### src/rtl/crc8fr_pkg.sv
package crc8fr_pkg;

    // Error kinds reported with every result
    localparam logic [2:0] ERR_NONE        = 3'd0;
    localparam logic [2:0] ERR_BAD_START   = 3'd1;
    localparam logic [2:0] ERR_BAD_SIZE    = 3'd2;
    localparam logic [2:0] ERR_BAD_COMMAND = 3'd3;
    localparam logic [2:0] ERR_BAD_CRC     = 3'd4;

    // Configuration register indexes
    localparam logic [7:0] REG_START_MARKER = 8'd0;
    localparam logic [7:0] REG_MIN_SIZE     = 8'd1;
    localparam logic [7:0] REG_MAX_SIZE     = 8'd2;
    localparam logic [7:0] REG_MAX_COMMAND  = 8'd3;

    // Configuration reset values
    localparam logic [7:0] START_MARKER_RST = 8'h00;
    localparam logic [7:0] MIN_SIZE_RST     = 8'd4;
    localparam logic [7:0] MAX_SIZE_RST     = 8'd32;
    localparam logic [7:0] MAX_COMMAND_RST  = 8'hFF;

    // CRC and framing constants
    localparam logic [7:0] CRC_POLY     = 8'h8C;
    localparam logic [7:0] CRC_INIT     = 8'h00;
    localparam logic [7:0] LEFT_NOT_SET = 8'hFF;
    localparam logic [7:0] SIZE_FLOOR   = 8'd2;
    localparam int         NUM_ARGS     = 4;

    typedef logic [7:0] byte_t;

    typedef struct packed {
        byte_t start_marker;
        byte_t min_frame_size;
        byte_t max_frame_size;
        byte_t max_command;
    } cfg_t;

    typedef struct packed {
        logic       acknowledge;
        logic [2:0] error_kind;
        byte_t      frame_command;
        byte_t      argument_0;
        byte_t      argument_1;
        byte_t      argument_2;
        byte_t      argument_3;
        byte_t      frame_length;
    } result_t;

    // Reflected CRC-8 update over one byte, LSB first
    function automatic byte_t crc_update(input byte_t crc_in, input byte_t data_in);
        byte_t crc;
        byte_t data;
        logic  mix;
        crc  = crc_in;
        data = data_in;
        for (int i = 0; i < 8; i++)
        begin
            mix  = crc[0] ^ data[0];
            crc  = crc >> 1;
            if (mix)
            begin
                crc = crc ^ CRC_POLY;
            end
            data = data >> 1;
        end
        return crc;
    endfunction

endpackage

### src/rtl/crc8fr_parser.sv
module crc8fr_parser (
    input  logic              clk,
    input  logic              rst_n,
    input  logic              byte_strobe,
    input  logic [7:0]        byte_in,
    input  crc8fr_pkg::cfg_t  cfg,
    output logic              res_valid,
    output crc8fr_pkg::result_t res
);
    import crc8fr_pkg::*;

    byte_t pos_reg, pos_next;
    byte_t left_reg, left_next;
    byte_t crc_reg, crc_next;
    byte_t size_reg, size_next;
    byte_t cmd_reg, cmd_next;
    byte_t arg_reg [NUM_ARGS];
    byte_t arg_next [NUM_ARGS];

    logic       done;
    logic       last;
    logic [2:0] err;

    // Decode one byte against the frame state
    always_comb
    begin
        pos_next  = pos_reg;
        left_next = left_reg;
        crc_next  = crc_reg;
        size_next = size_reg;
        cmd_next  = cmd_reg;
        for (int i = 0; i < NUM_ARGS; i++)
        begin
            arg_next[i] = arg_reg[i];
        end
        done = 1'b0;
        last = 1'b0;
        err  = ERR_NONE;

        if (pos_reg == 8'd0)
        begin
            if (byte_in != cfg.start_marker)
            begin
                err  = ERR_BAD_START;
                done = 1'b1;
            end
            else
            begin
                crc_next = crc_update(crc_reg, byte_in);
                pos_next = 8'd1;
            end
        end
        else if (pos_reg == 8'd1)
        begin
            size_next = byte_in;
            if (byte_in < SIZE_FLOOR || byte_in < cfg.min_frame_size ||
                byte_in > cfg.max_frame_size)
            begin
                err  = ERR_BAD_SIZE;
                done = 1'b1;
            end
            else
            begin
                left_next = byte_in - SIZE_FLOOR;
                if (left_next == 8'd0)
                begin
                    last = 1'b1;
                end
                else
                begin
                    crc_next = crc_update(crc_reg, byte_in);
                    pos_next = 8'd2;
                end
            end
        end
        else
        begin
            if (pos_reg == 8'd2)
            begin
                cmd_next = byte_in;
                if (byte_in > cfg.max_command)
                begin
                    err  = ERR_BAD_COMMAND;
                    done = 1'b1;
                end
            end
            if (!done)
            begin
                left_next = left_reg - 8'd1;
                if (left_next == 8'd0)
                begin
                    last = 1'b1;
                end
                else
                begin
                    // capture the first four argument bytes
                    if (pos_reg >= 8'd3 && pos_reg <= 8'd6)
                    begin
                        arg_next[2'(pos_reg - 8'd3)] = byte_in;
                    end
                    crc_next = crc_update(crc_reg, byte_in);
                    pos_next = pos_reg + 8'd1;
                end
            end
        end

        // Check the trailing CRC byte
        if (last)
        begin
            if (byte_in != crc_reg)
            begin
                err = ERR_BAD_CRC;
            end
            done = 1'b1;
        end
    end

    // Build the result from the updated frame fields
    assign res_valid         = byte_strobe && done;
    assign res.acknowledge   = (err == ERR_NONE);
    assign res.error_kind    = err;
    assign res.frame_command = cmd_next;
    assign res.argument_0    = arg_next[0];
    assign res.argument_1    = arg_next[1];
    assign res.argument_2    = arg_next[2];
    assign res.argument_3    = arg_next[3];
    assign res.frame_length  = size_next;

    // Advance the frame state, restart after every result
    always_ff @(posedge clk or negedge rst_n)
    begin
        if (!rst_n)
        begin
            pos_reg  <= 8'd0;
            left_reg <= LEFT_NOT_SET;
            crc_reg  <= CRC_INIT;
            size_reg <= 8'd0;
            cmd_reg  <= 8'd0;
            for (int i = 0; i < NUM_ARGS; i++)
            begin
                arg_reg[i] <= 8'd0;
            end
        end
        else if (byte_strobe)
        begin
            if (done)
            begin
                pos_reg  <= 8'd0;
                left_reg <= LEFT_NOT_SET;
                crc_reg  <= CRC_INIT;
                size_reg <= 8'd0;
                cmd_reg  <= 8'd0;
                for (int i = 0; i < NUM_ARGS; i++)
                begin
                    arg_reg[i] <= 8'd0;
                end
            end
            else
            begin
                pos_reg  <= pos_next;
                left_reg <= left_next;
                crc_reg  <= crc_next;
                size_reg <= size_next;
                cmd_reg  <= cmd_next;
                for (int i = 0; i < NUM_ARGS; i++)
                begin
                    arg_reg[i] <= arg_next[i];
                end
            end
        end
    end

endmodule

### src/rtl/crc8_framed_serial_receiver.sv
// The byte that ends or rejects a frame has its result registered in the output
// or skid register. One byte per cycle while in_stall is low; the frame state and
// the unrolled CRC-8 update are combinational between the frame registers.
// An output register plus a skid register hold up to two results; in_stall rises
// only while the skid register is occupied.
// Reset (rst_n low, asynchronous) clears the frame state and restores register defaults.
module crc8_framed_serial_receiver (
    input  logic       clk,
    input  logic       rst_n,
    input  logic       in_valid,
    output logic       in_stall,
    input  logic [7:0] rx_byte,
    output logic       out_valid,
    input  logic       out_stall,
    output logic       acknowledge,
    output logic [2:0] error_kind,
    output logic [7:0] frame_command,
    output logic [7:0] argument_0,
    output logic [7:0] argument_1,
    output logic [7:0] argument_2,
    output logic [7:0] argument_3,
    output logic [7:0] frame_length,
    input  logic       cfg_valid,
    output logic       cfg_ready,
    input  logic [7:0] cfg_index,
    input  logic [7:0] cfg_data
);
    import crc8fr_pkg::*;

    cfg_t    cfg_reg;
    result_t out_reg;
    result_t skid_reg;
    result_t res;
    logic    out_valid_reg;
    logic    skid_valid_reg;
    logic    res_valid;
    logic    in_take;
    logic    out_take;

    assign cfg_ready = 1'b1;
    assign in_stall  = skid_valid_reg;
    assign in_take   = in_valid && !skid_valid_reg;
    assign out_take  = out_valid_reg && !out_stall;

    // Hold the configuration registers; ignore unknown indexes
    always_ff @(posedge clk or negedge rst_n)
    begin
        if (!rst_n)
        begin
            cfg_reg.start_marker   <= START_MARKER_RST;
            cfg_reg.min_frame_size <= MIN_SIZE_RST;
            cfg_reg.max_frame_size <= MAX_SIZE_RST;
            cfg_reg.max_command    <= MAX_COMMAND_RST;
        end
        else if (cfg_valid && cfg_ready)
        begin
            case (cfg_index)
                REG_START_MARKER: cfg_reg.start_marker   <= cfg_data;
                REG_MIN_SIZE:     cfg_reg.min_frame_size <= cfg_data;
                REG_MAX_SIZE:     cfg_reg.max_frame_size <= cfg_data;
                REG_MAX_COMMAND:  cfg_reg.max_command    <= cfg_data;
                default:          ;
            endcase
        end
    end

    crc8fr_parser u_parser (
        .clk         (clk),
        .rst_n       (rst_n),
        .byte_strobe (in_take),
        .byte_in     (rx_byte),
        .cfg         (cfg_reg),
        .res_valid   (res_valid),
        .res         (res)
    );

    // Output register with skid stage
    always_ff @(posedge clk or negedge rst_n)
    begin
        if (!rst_n)
        begin
            out_valid_reg  <= 1'b0;
            skid_valid_reg <= 1'b0;
        end
        else if (skid_valid_reg)
        begin
            if (out_take)
            begin
                skid_valid_reg <= 1'b0;
            end
        end
        else if (res_valid)
        begin
            if (out_valid_reg && !out_take)
            begin
                skid_valid_reg <= 1'b1;
            end
            else
            begin
                out_valid_reg <= 1'b1;
            end
        end
        else if (out_take)
        begin
            out_valid_reg <= 1'b0;
        end
    end

    // Move payloads alongside the valid flags
    always_ff @(posedge clk)
    begin
        if (skid_valid_reg)
        begin
            if (out_take)
            begin
                out_reg <= skid_reg;
            end
        end
        else if (res_valid)
        begin
            if (out_valid_reg && !out_take)
            begin
                skid_reg <= res;
            end
            else
            begin
                out_reg <= res;
            end
        end
    end

    assign out_valid     = out_valid_reg;
    assign acknowledge   = out_reg.acknowledge;
    assign error_kind    = out_reg.error_kind;
    assign frame_command = out_reg.frame_command;
    assign argument_0    = out_reg.argument_0;
    assign argument_1    = out_reg.argument_1;
    assign argument_2    = out_reg.argument_2;
    assign argument_3    = out_reg.argument_3;
    assign frame_length  = out_reg.frame_length;

endmodule

### config.mk
export PLATFORM = sky130hd
export DESIGN_NAME = crc8_framed_serial_receiver
export DESIGN_NICKNAME = d
export VERILOG_FILES = /design/src/rtl/crc8fr_pkg.sv /design/src/rtl/crc8fr_parser.sv /design/src/rtl/crc8_framed_serial_receiver.sv
export SDC_FILE = /design/constraint.sdc
export NUM_CORES = 1
export LEC_CHECK = 0
export BUFFER_PORTS_ARGS = -buffer_cell sky130_fd_sc_hd__buf_2
export CAP_MARGIN = 20
export CORE_MARGIN = 10
export CORE_UTILIZATION = 60
export CTS_CLUSTER_SIZE = 30
export DETAILED_ROUTE_END_ITERATION = 7
export PLACE_DENSITY = 0.88
export SYNTH_ARGS = -nofsm -noshare
export SYNTH_HDL_FRONTEND = slang
export SYNTH_HIERARCHICAL = 1
export SYNTH_SLANG_ARGS = --single-unit
### constraint.sdc
create_clock -name clk -period 21.3 [get_ports clk]
set_clock_uncertainty 0.05 [all_clocks]
set_input_delay 2.13 -clock clk [delete_from_list [all_inputs] [get_ports clk]]
set_output_delay 2.13 -clock clk [all_outputs]
set_load 0.05 [all_outputs]
Word-level counts from Yosys, hierarchy flattened
Index checks and enable logic that the tools add are counted.
W data, S select, Z words.
{"block": "word_totals", "input_bits": 29, "regBits": 210, "out_inout_bits": 55, "elab_cells": 297}
{"block": "classes", "n_addsub": 4, "n_lt_le_gt_ge": 8, "bitwise": 46, "n_mux": 163, "n_eq_ne": 18, "reduce_logical": 27}
{"operator": "$mux W8", "count": 121}
{"operator": "$mux W52", "count": 4}
{"operator": "$mux W32", "count": 6}
{"operator": "$not A2 Y3", "count": 23}
{"operator": "$bwmux W32", "count": 1}
{"operator": "$logic_not A8 Y1", "count": 4}
{"operator": "$eq A8 B2 Y1 const B", "count": 3}
{"operator": "$mux W1", "count": 23}
{"operator": "$xor A1 B1 Y1", "count": 22}
{"operator": "$demux W8 S2", "count": 1}
{"operator": "$eq A8 B1 Y1 const B", "count": 2}
{"operator": "$gt A8 B8 Y1", "count": 2}
{"operator": "$ne A8 B8 Y1", "count": 2}
{"operator": "$mux W3", "count": 5}
{"operator": "$reduce_and A3 Y1", "count": 3}
{"operator": "$add A8 B1 Y8 const B", "count": 1}
{"operator": "$ge A8 B2 Y1 const B", "count": 1}
{"operator": "$le A8 B3 Y1 const B", "count": 1}
{"operator": "$lt A8 B2 Y1 const B", "count": 1}
{"operator": "$lt A8 B8 Y1", "count": 1}
{"operator": "$ne A4 B1 Y1 const B", "count": 2}
{"operator": "$ne A4 B2 Y1 const B", "count": 2}
{"operator": "$reduce_and A2 Y1", "count": 4}
{"operator": "$sub A8 B1 Y8 const B", "count": 1}
{"operator": "17 further kinds", "count": 30}

Logic depth before layout (Yosys ltp)
{"block": "depth", "ltp_word": 51, "mapped_depth": 13, "ltp_nobuf": 10}

Cells and area by module
Netlist, hierarchy kept.
{"module": "crc8fr_parser", "cells_per_inst": 552, "instances": 1, "area_each_um2": 5222.5, "seq_area_each_um2": 1811.7}
{"module": "crc8_framed_serial_receiver", "cells_per_inst": 249, "instances": 1, "area_each_um2": 5127.4, "seq_area_each_um2": 3986.3}

Worst setup path before layout
OpenSTA, ideal clock, no wires.
{"block": "synth_path", "kind": "input-to-reg", "from": "input port rx_byte[0]", "to": "register out_reg, in the netlist acknowledge (enable)", "cell_stages": 13, "required_ps": 20709, "arrival_ps": 8032, "setup_time_ps": 541, "path_buffers": 3, "slack_ps": 12676, "path_cell_list": "clkbuf_1 -> inv_1 -> ha_1 -> nor2b_1 -> o211ai_1 -> nor4bb_1 -> o21a_4 -> or2_1 -> buf_6 -> a31oi_4 -> buf_6 -> nand2b_1 -> a21boi_0"}
{"block": "synth_via", "elab_chain_len": 12, "elab_cells_between_ends": 26, "classes_between": "add/sub (1); order compare (4); eq/ne (1); mux (14); reduce/logical (6)"}
{"element": "start: declaration", "line": "crc8_framed_serial_receiver.sv:12", "source": "input logic [7:0] rx_byte,"}
{"element": "$gt A8 B8 Y1", "line": "crc8fr_parser.sv:81", "source": "if (byte_in > cfg.max_command)"}
{"element": "$mux W1", "line": "crc8fr_parser.sv:81"}
{"element": "$mux W1", "line": "crc8fr_parser.sv:78", "source": "if (pos_reg == 8'd2)"}
{"element": "$mux W1", "line": "crc8fr_parser.sv:53", "source": "else if (pos_reg == 8'd1)"}
{"element": "$mux W1", "line": "crc8fr_parser.sv:40", "source": "if (pos_reg == 8'd0)"}
{"element": "$mux W1", "line": "crc8fr_parser.sv:87", "source": "if (!done)"}
{"element": "$mux W1", "line": "crc8fr_parser.sv:53"}
{"element": "$mux W1", "line": "crc8fr_parser.sv:40"}
{"element": "$mux W1 *", "line": "crc8fr_parser.sv:108", "source": "if (last)"}
{"element": "$logic_and A1 B1 Y1 *", "line": "crc8fr_parser.sv:119", "source": "assign res_valid = byte_strobe && done;"}
{"element": "net res_valid", "line": "crc8_framed_serial_receiver.sv:36", "source": "logic res_valid;"}
{"element": "$reduce_bool A2 Y1 (no source line) *"}
{"element": "$reduce_and A3 Y1 (no source line) *"}
{"element": "end signal: assignment", "line": "crc8_framed_serial_receiver.sv:116", "source": "out_reg <= skid_reg;"}
{"element": "end signal: assignment", "line": "crc8_framed_serial_receiver.sv:127", "source": "out_reg <= res;"}
{"element": "end: declaration", "line": "crc8_framed_serial_receiver.sv:31", "source": "result_t out_reg;"}
The timed path passes the listed nets; every way through them passes the cells marked *. The select of a mux whose other input is x is not followed.
A chain may end at the register's enable or synchronous reset.

Final worst setup path
{"block": "layout_path", "from": "input port rx_byte[5]", "to": "register skid_reg[29] (netlist name) (enable)"}
{"block": "layout_via", "elab_chain_len": 11, "elab_cells_between_ends": 25, "classes_between": "add/sub (1); order compare (4); eq/ne (1); mux (14); reduce/logical (5)"}
{"element": "$gt A8 B8 Y1", "line": "crc8fr_parser.sv:81"}
{"element": "$mux W1", "line": "crc8fr_parser.sv:81"}
{"element": "$mux W1", "line": "crc8fr_parser.sv:78"}
{"element": "$mux W1", "line": "crc8fr_parser.sv:53"}
{"element": "$mux W1", "line": "crc8fr_parser.sv:40"}
{"element": "$mux W1", "line": "crc8fr_parser.sv:87"}
{"element": "$mux W1", "line": "crc8fr_parser.sv:53"}
{"element": "$mux W1", "line": "crc8fr_parser.sv:40"}
{"element": "$mux W1 *", "line": "crc8fr_parser.sv:108"}
{"element": "$logic_and A1 B1 Y1 *", "line": "crc8fr_parser.sv:119"}
{"element": "net res_valid", "line": "crc8_framed_serial_receiver.sv:36"}
{"element": "$reduce_and A3 Y1 (no source line) *"}
{"element": "end signal: assignment", "line": "crc8_framed_serial_receiver.sv:123", "source": "skid_reg <= res;"}
{"element": "end: declaration", "line": "crc8_framed_serial_receiver.sv:32", "source": "result_t skid_reg;"}
Marked as above.

==> run summary <==
The number of synthesized register bits came out at 210. In the final layout, the share of cells above drive strength 1 is 32.5%. The DRC violations left is 0.

The number of instances in the synthesized netlist is 801. The total standard cell area after synthesis is 10300 um2. The effective utilization at floorplan is 61.8%. For this block, the initial DRC count from the detailed router was 582. The worst IR drop on VDD came out at 63.9 uV. The pin slew with the least headroom to its limit is 1.13 ns. The number of distinct library cells after synthesis came out at 67.

The critical path class is in2reg. The required time of the critical path came out at 21.38 ns. The area overhead of the layout relative to synthesis came out at 11.4%. The origin of the worst setup path is rx_byte[5].

Of the post-synthesis cell area, the dominant cell type holds 30.2%. The number of antenna violations at the first check in global routing was 0. The number of synthesized flops with an enable pin is 104. Dividing the detail-routed wire length by the instance count gives 20.2 um. The worst hold slack after final layout came out at 0.457 ns.

The worst hold path terminates at cfg_reg[9]. The worst slack at placement is 15.74 ns. The worst hold path begins at cfg_reg[9].

The number of cells on the worst reg-to-reg path came out at 10. The count of antenna-violating nets left after detailed routing is 0. The shortest clock period the worst path allows after layout came out at 5.14 ns. The root buffer cell chosen for the clock tree is clkbuf_16. The worst-path maximum fanout came out at 47. The core outline area came out at 16800 um2. The number of H-tree levels is 1. Counting every sink on the clock net gives 210. The kind of start point of the critical path is an input port. Max-cap violations in this run came to 0. The final layout net count is 929. The number of buffers created by CTS is 21. The die span in x is 151 um. Counting along the longest clock path gives a buffer depth of 3. 0 antenna diodes ended up in the layout. The via count of the first global-routing pass came out at 6725. The clock slew at the register clock pins of the worst setup and hold paths is 0.06 ns.

The clock latency at the later pin of the worst-skew pair is 0.50 ns. The count of standard-cell rows came out at 47. Counting instances, the worst hold path has a depth of 1. The total setup violations reported at the end of the flow came out at 0. The most common cell in the synthesized netlist is mux2_2. The library cell occupying the most area in the post-synthesis netlist is edfxtp_1.

Entering global routing, the biggest net connects 72 pins. At the end of routability-driven placement, the weighted congestion stood at 0.906. The die is 151 um tall. After synthesis, the cell types taking the most area are edfxtp_1, dfrtp_1, mux2_2, mux2i_1, dfstp_2. The post-DP HPWL is 14.4 mm. The sequential cells in the finished layout cover a total of 5800 um2. The layout has 1144 filler cells. The worst max-slew margin expressed relative to the limit is 23.7%. Summed over all failing endpoints, the final setup total negative slack is 0 ns. Pin placement for this block handled 84 I/O pins. The multi-input logic area came out at 4210 um2. The wire length of the first global-routing pass is 35.5 mm. The count of hold buffers inserted by post-cts repair is 0.

The minimum setup slack among reg-to-reg paths came out at 16.98 ns. The number of warnings reported in the yosys synthesis log came out at 6. At the worst endpoint, the arrival time is 5.21 ns. The count of TritonRoute iterations in the first routing pass came out at 5. The count of buffers added on input and output ports is 82. The post-synthesis average cell area came out at 12.9 um2.

The final layout contains routed wiring with a total length of 22.3 mm. The CTS tree is yes. For this design the ratio of total power to cell area is 102 nW/um2. The worst hold-check path type is reg2reg. The global-route congestion overflow total came out at 0.

The leakage dissipation is 0.00494 uW. In the synthesized netlist the dominant register cell turns out to be edfxtp_1. The endpoint identified for the worst register-to-register timing path is skid_reg[29]. The commonest cells after synthesis are mux2_2, edfxtp_1, dfrtp_1, nor2_1, mux2i_1.

Dividing the detail-routed via count by the number of cells gives 5.99. Post-CTS timing repair inserted 0 buffers for setup. The quantity of gates resized following cts is 0.

The critical path capture point type is a flop. The synthesized netlist net count is 861. The count of final max-slew check failures is 0. The final period utilization is 24.1%. Across every metal layer, demand over resource in global routing totals 19.3%. Derived from the worst setup path, the maximum achievable clock frequency is 0.195 GHz. Setup repair after global routing left no endpoint under its margin. Sequential cells were found to cover 56.0% of the synthesized design area.

For this run, asynchronously set or reset flops after synthesis account for 50.5%. The smallest setup slack after layout is 16.16 ns. The number of flip-flops under the largest register name is 52. The flow ran to the end, and the final reports show no timing, DRC or antenna violations. Detailed routing inserted a total of 6618 vias. The floorplan die area came out at 22900 um2. The number of hold-slack violations in the final timing report is 0. In this run the critical register-to-register path is launched from u_parser/left_reg[0].
-- worst max-delay path by stage --
stage / to / cells after the start
final: skid_reg[29] / 11
after global routing: skid_reg[27] / 11
after CTS: skid_reg[25] / 11
after detailed placement: skid_reg[27] / 11
after global placement: skid_reg[24] / 11
after floorplan: acknowledge / 13
-- critical path, stage by stage --
cell      delay, ns
buf_2          0.38
ha_1           0.33
a211oi_1       0.22
nor2_1         0.10
nor4bb_1       0.42
o21a_4         0.25
a22oi_2        0.12
a31oi_4        0.26
nand2b_1       0.19
nor2_4         0.23
buf_4          0.53
-- metrics by stage --
| step | power [uW] | cell area (um2) | instances | util (%) |
|---|---|---|---|---|
| floorplan | 763 | 10300 | 801 | - |
| global placement | 816 | 10900 | 1065 | 64.9 |
| detailed placement | 829 | 10900 | 1065 | 64.9 |
| CTS | 1180 | 11500 | 1103 | 68.7 |
| global route | 1240 | 11500 | 1104 | 68.8 |
| finish | 1180 | 11500 | 1104 | 68.8 |
-- report_power, final --
group | internal, uW | total, uW | switching (uW)
Combinational | 137 | 291 | 153
Sequential | 493 | 538 | 45.5
Clock | 197 | 346 | 149
Total | 827 | 1180 | 348
-- kinds of logic after synthesis --
| kind of cell | after synthesis | synth area share (%) |
|---|---|---|
| AND/OR/NAND/NOR | 188 | 9.68 |
| multiplexers | 173 | 18.2 |
| adder cells (fa/ha/maj) | 31 | 3.75 |
| buffers and inverters | 76 | 3.58 |
| other | 1 | 0.0362 |
| AO/OA/AOI/OAI | 81 | 5.25 |
| XOR/XNOR | 41 | 3.47 |
| flip-flops | 210 | 56.0 |
-- cell type report --
class                      count  area share [%]
clock inverter                 6           0.358
multi-input combinational    515            36.6
clock buffer                  32            5.26
sequential                   210            50.3
inverter                      31            1.01
timing repair buffer          90            4.10
tap                          220            2.39
-- cell usage in the layout (no fill, tap or decap), types with 7 or more instances in the layout --
cell type	n
ha_1	31
xor2_1	20
nor2_1	80
buf_4	9
nand2_1	31
a211oi_1	10
a21oi_1	20
xnor2_1	21
clkbuf_16	21
o21ai_0	22
edfxtp_1	104
inv_1	31
clkbuf_1	7
dfrtp_1	87
nand4_1	10
nand2b_1	7
dfstp_2	18
mux2i_1	50
buf_2	81
mux2_2	122
-- routing by layer --
| layer | wire [um] | GRT usage, % | share of wire [%] |
|---|---|---|---|
| met4 | 611 | 7.51 | 2.7 |
| met3 | 1330 | 2.77 | 6.0 |
| met2 | 11000 | 31.4 | 49 |
| met1 | 9370 | 25.5 | 42 |
| met5 | 0 | 0 | 0 |
(Power assumes the default switching activity.)
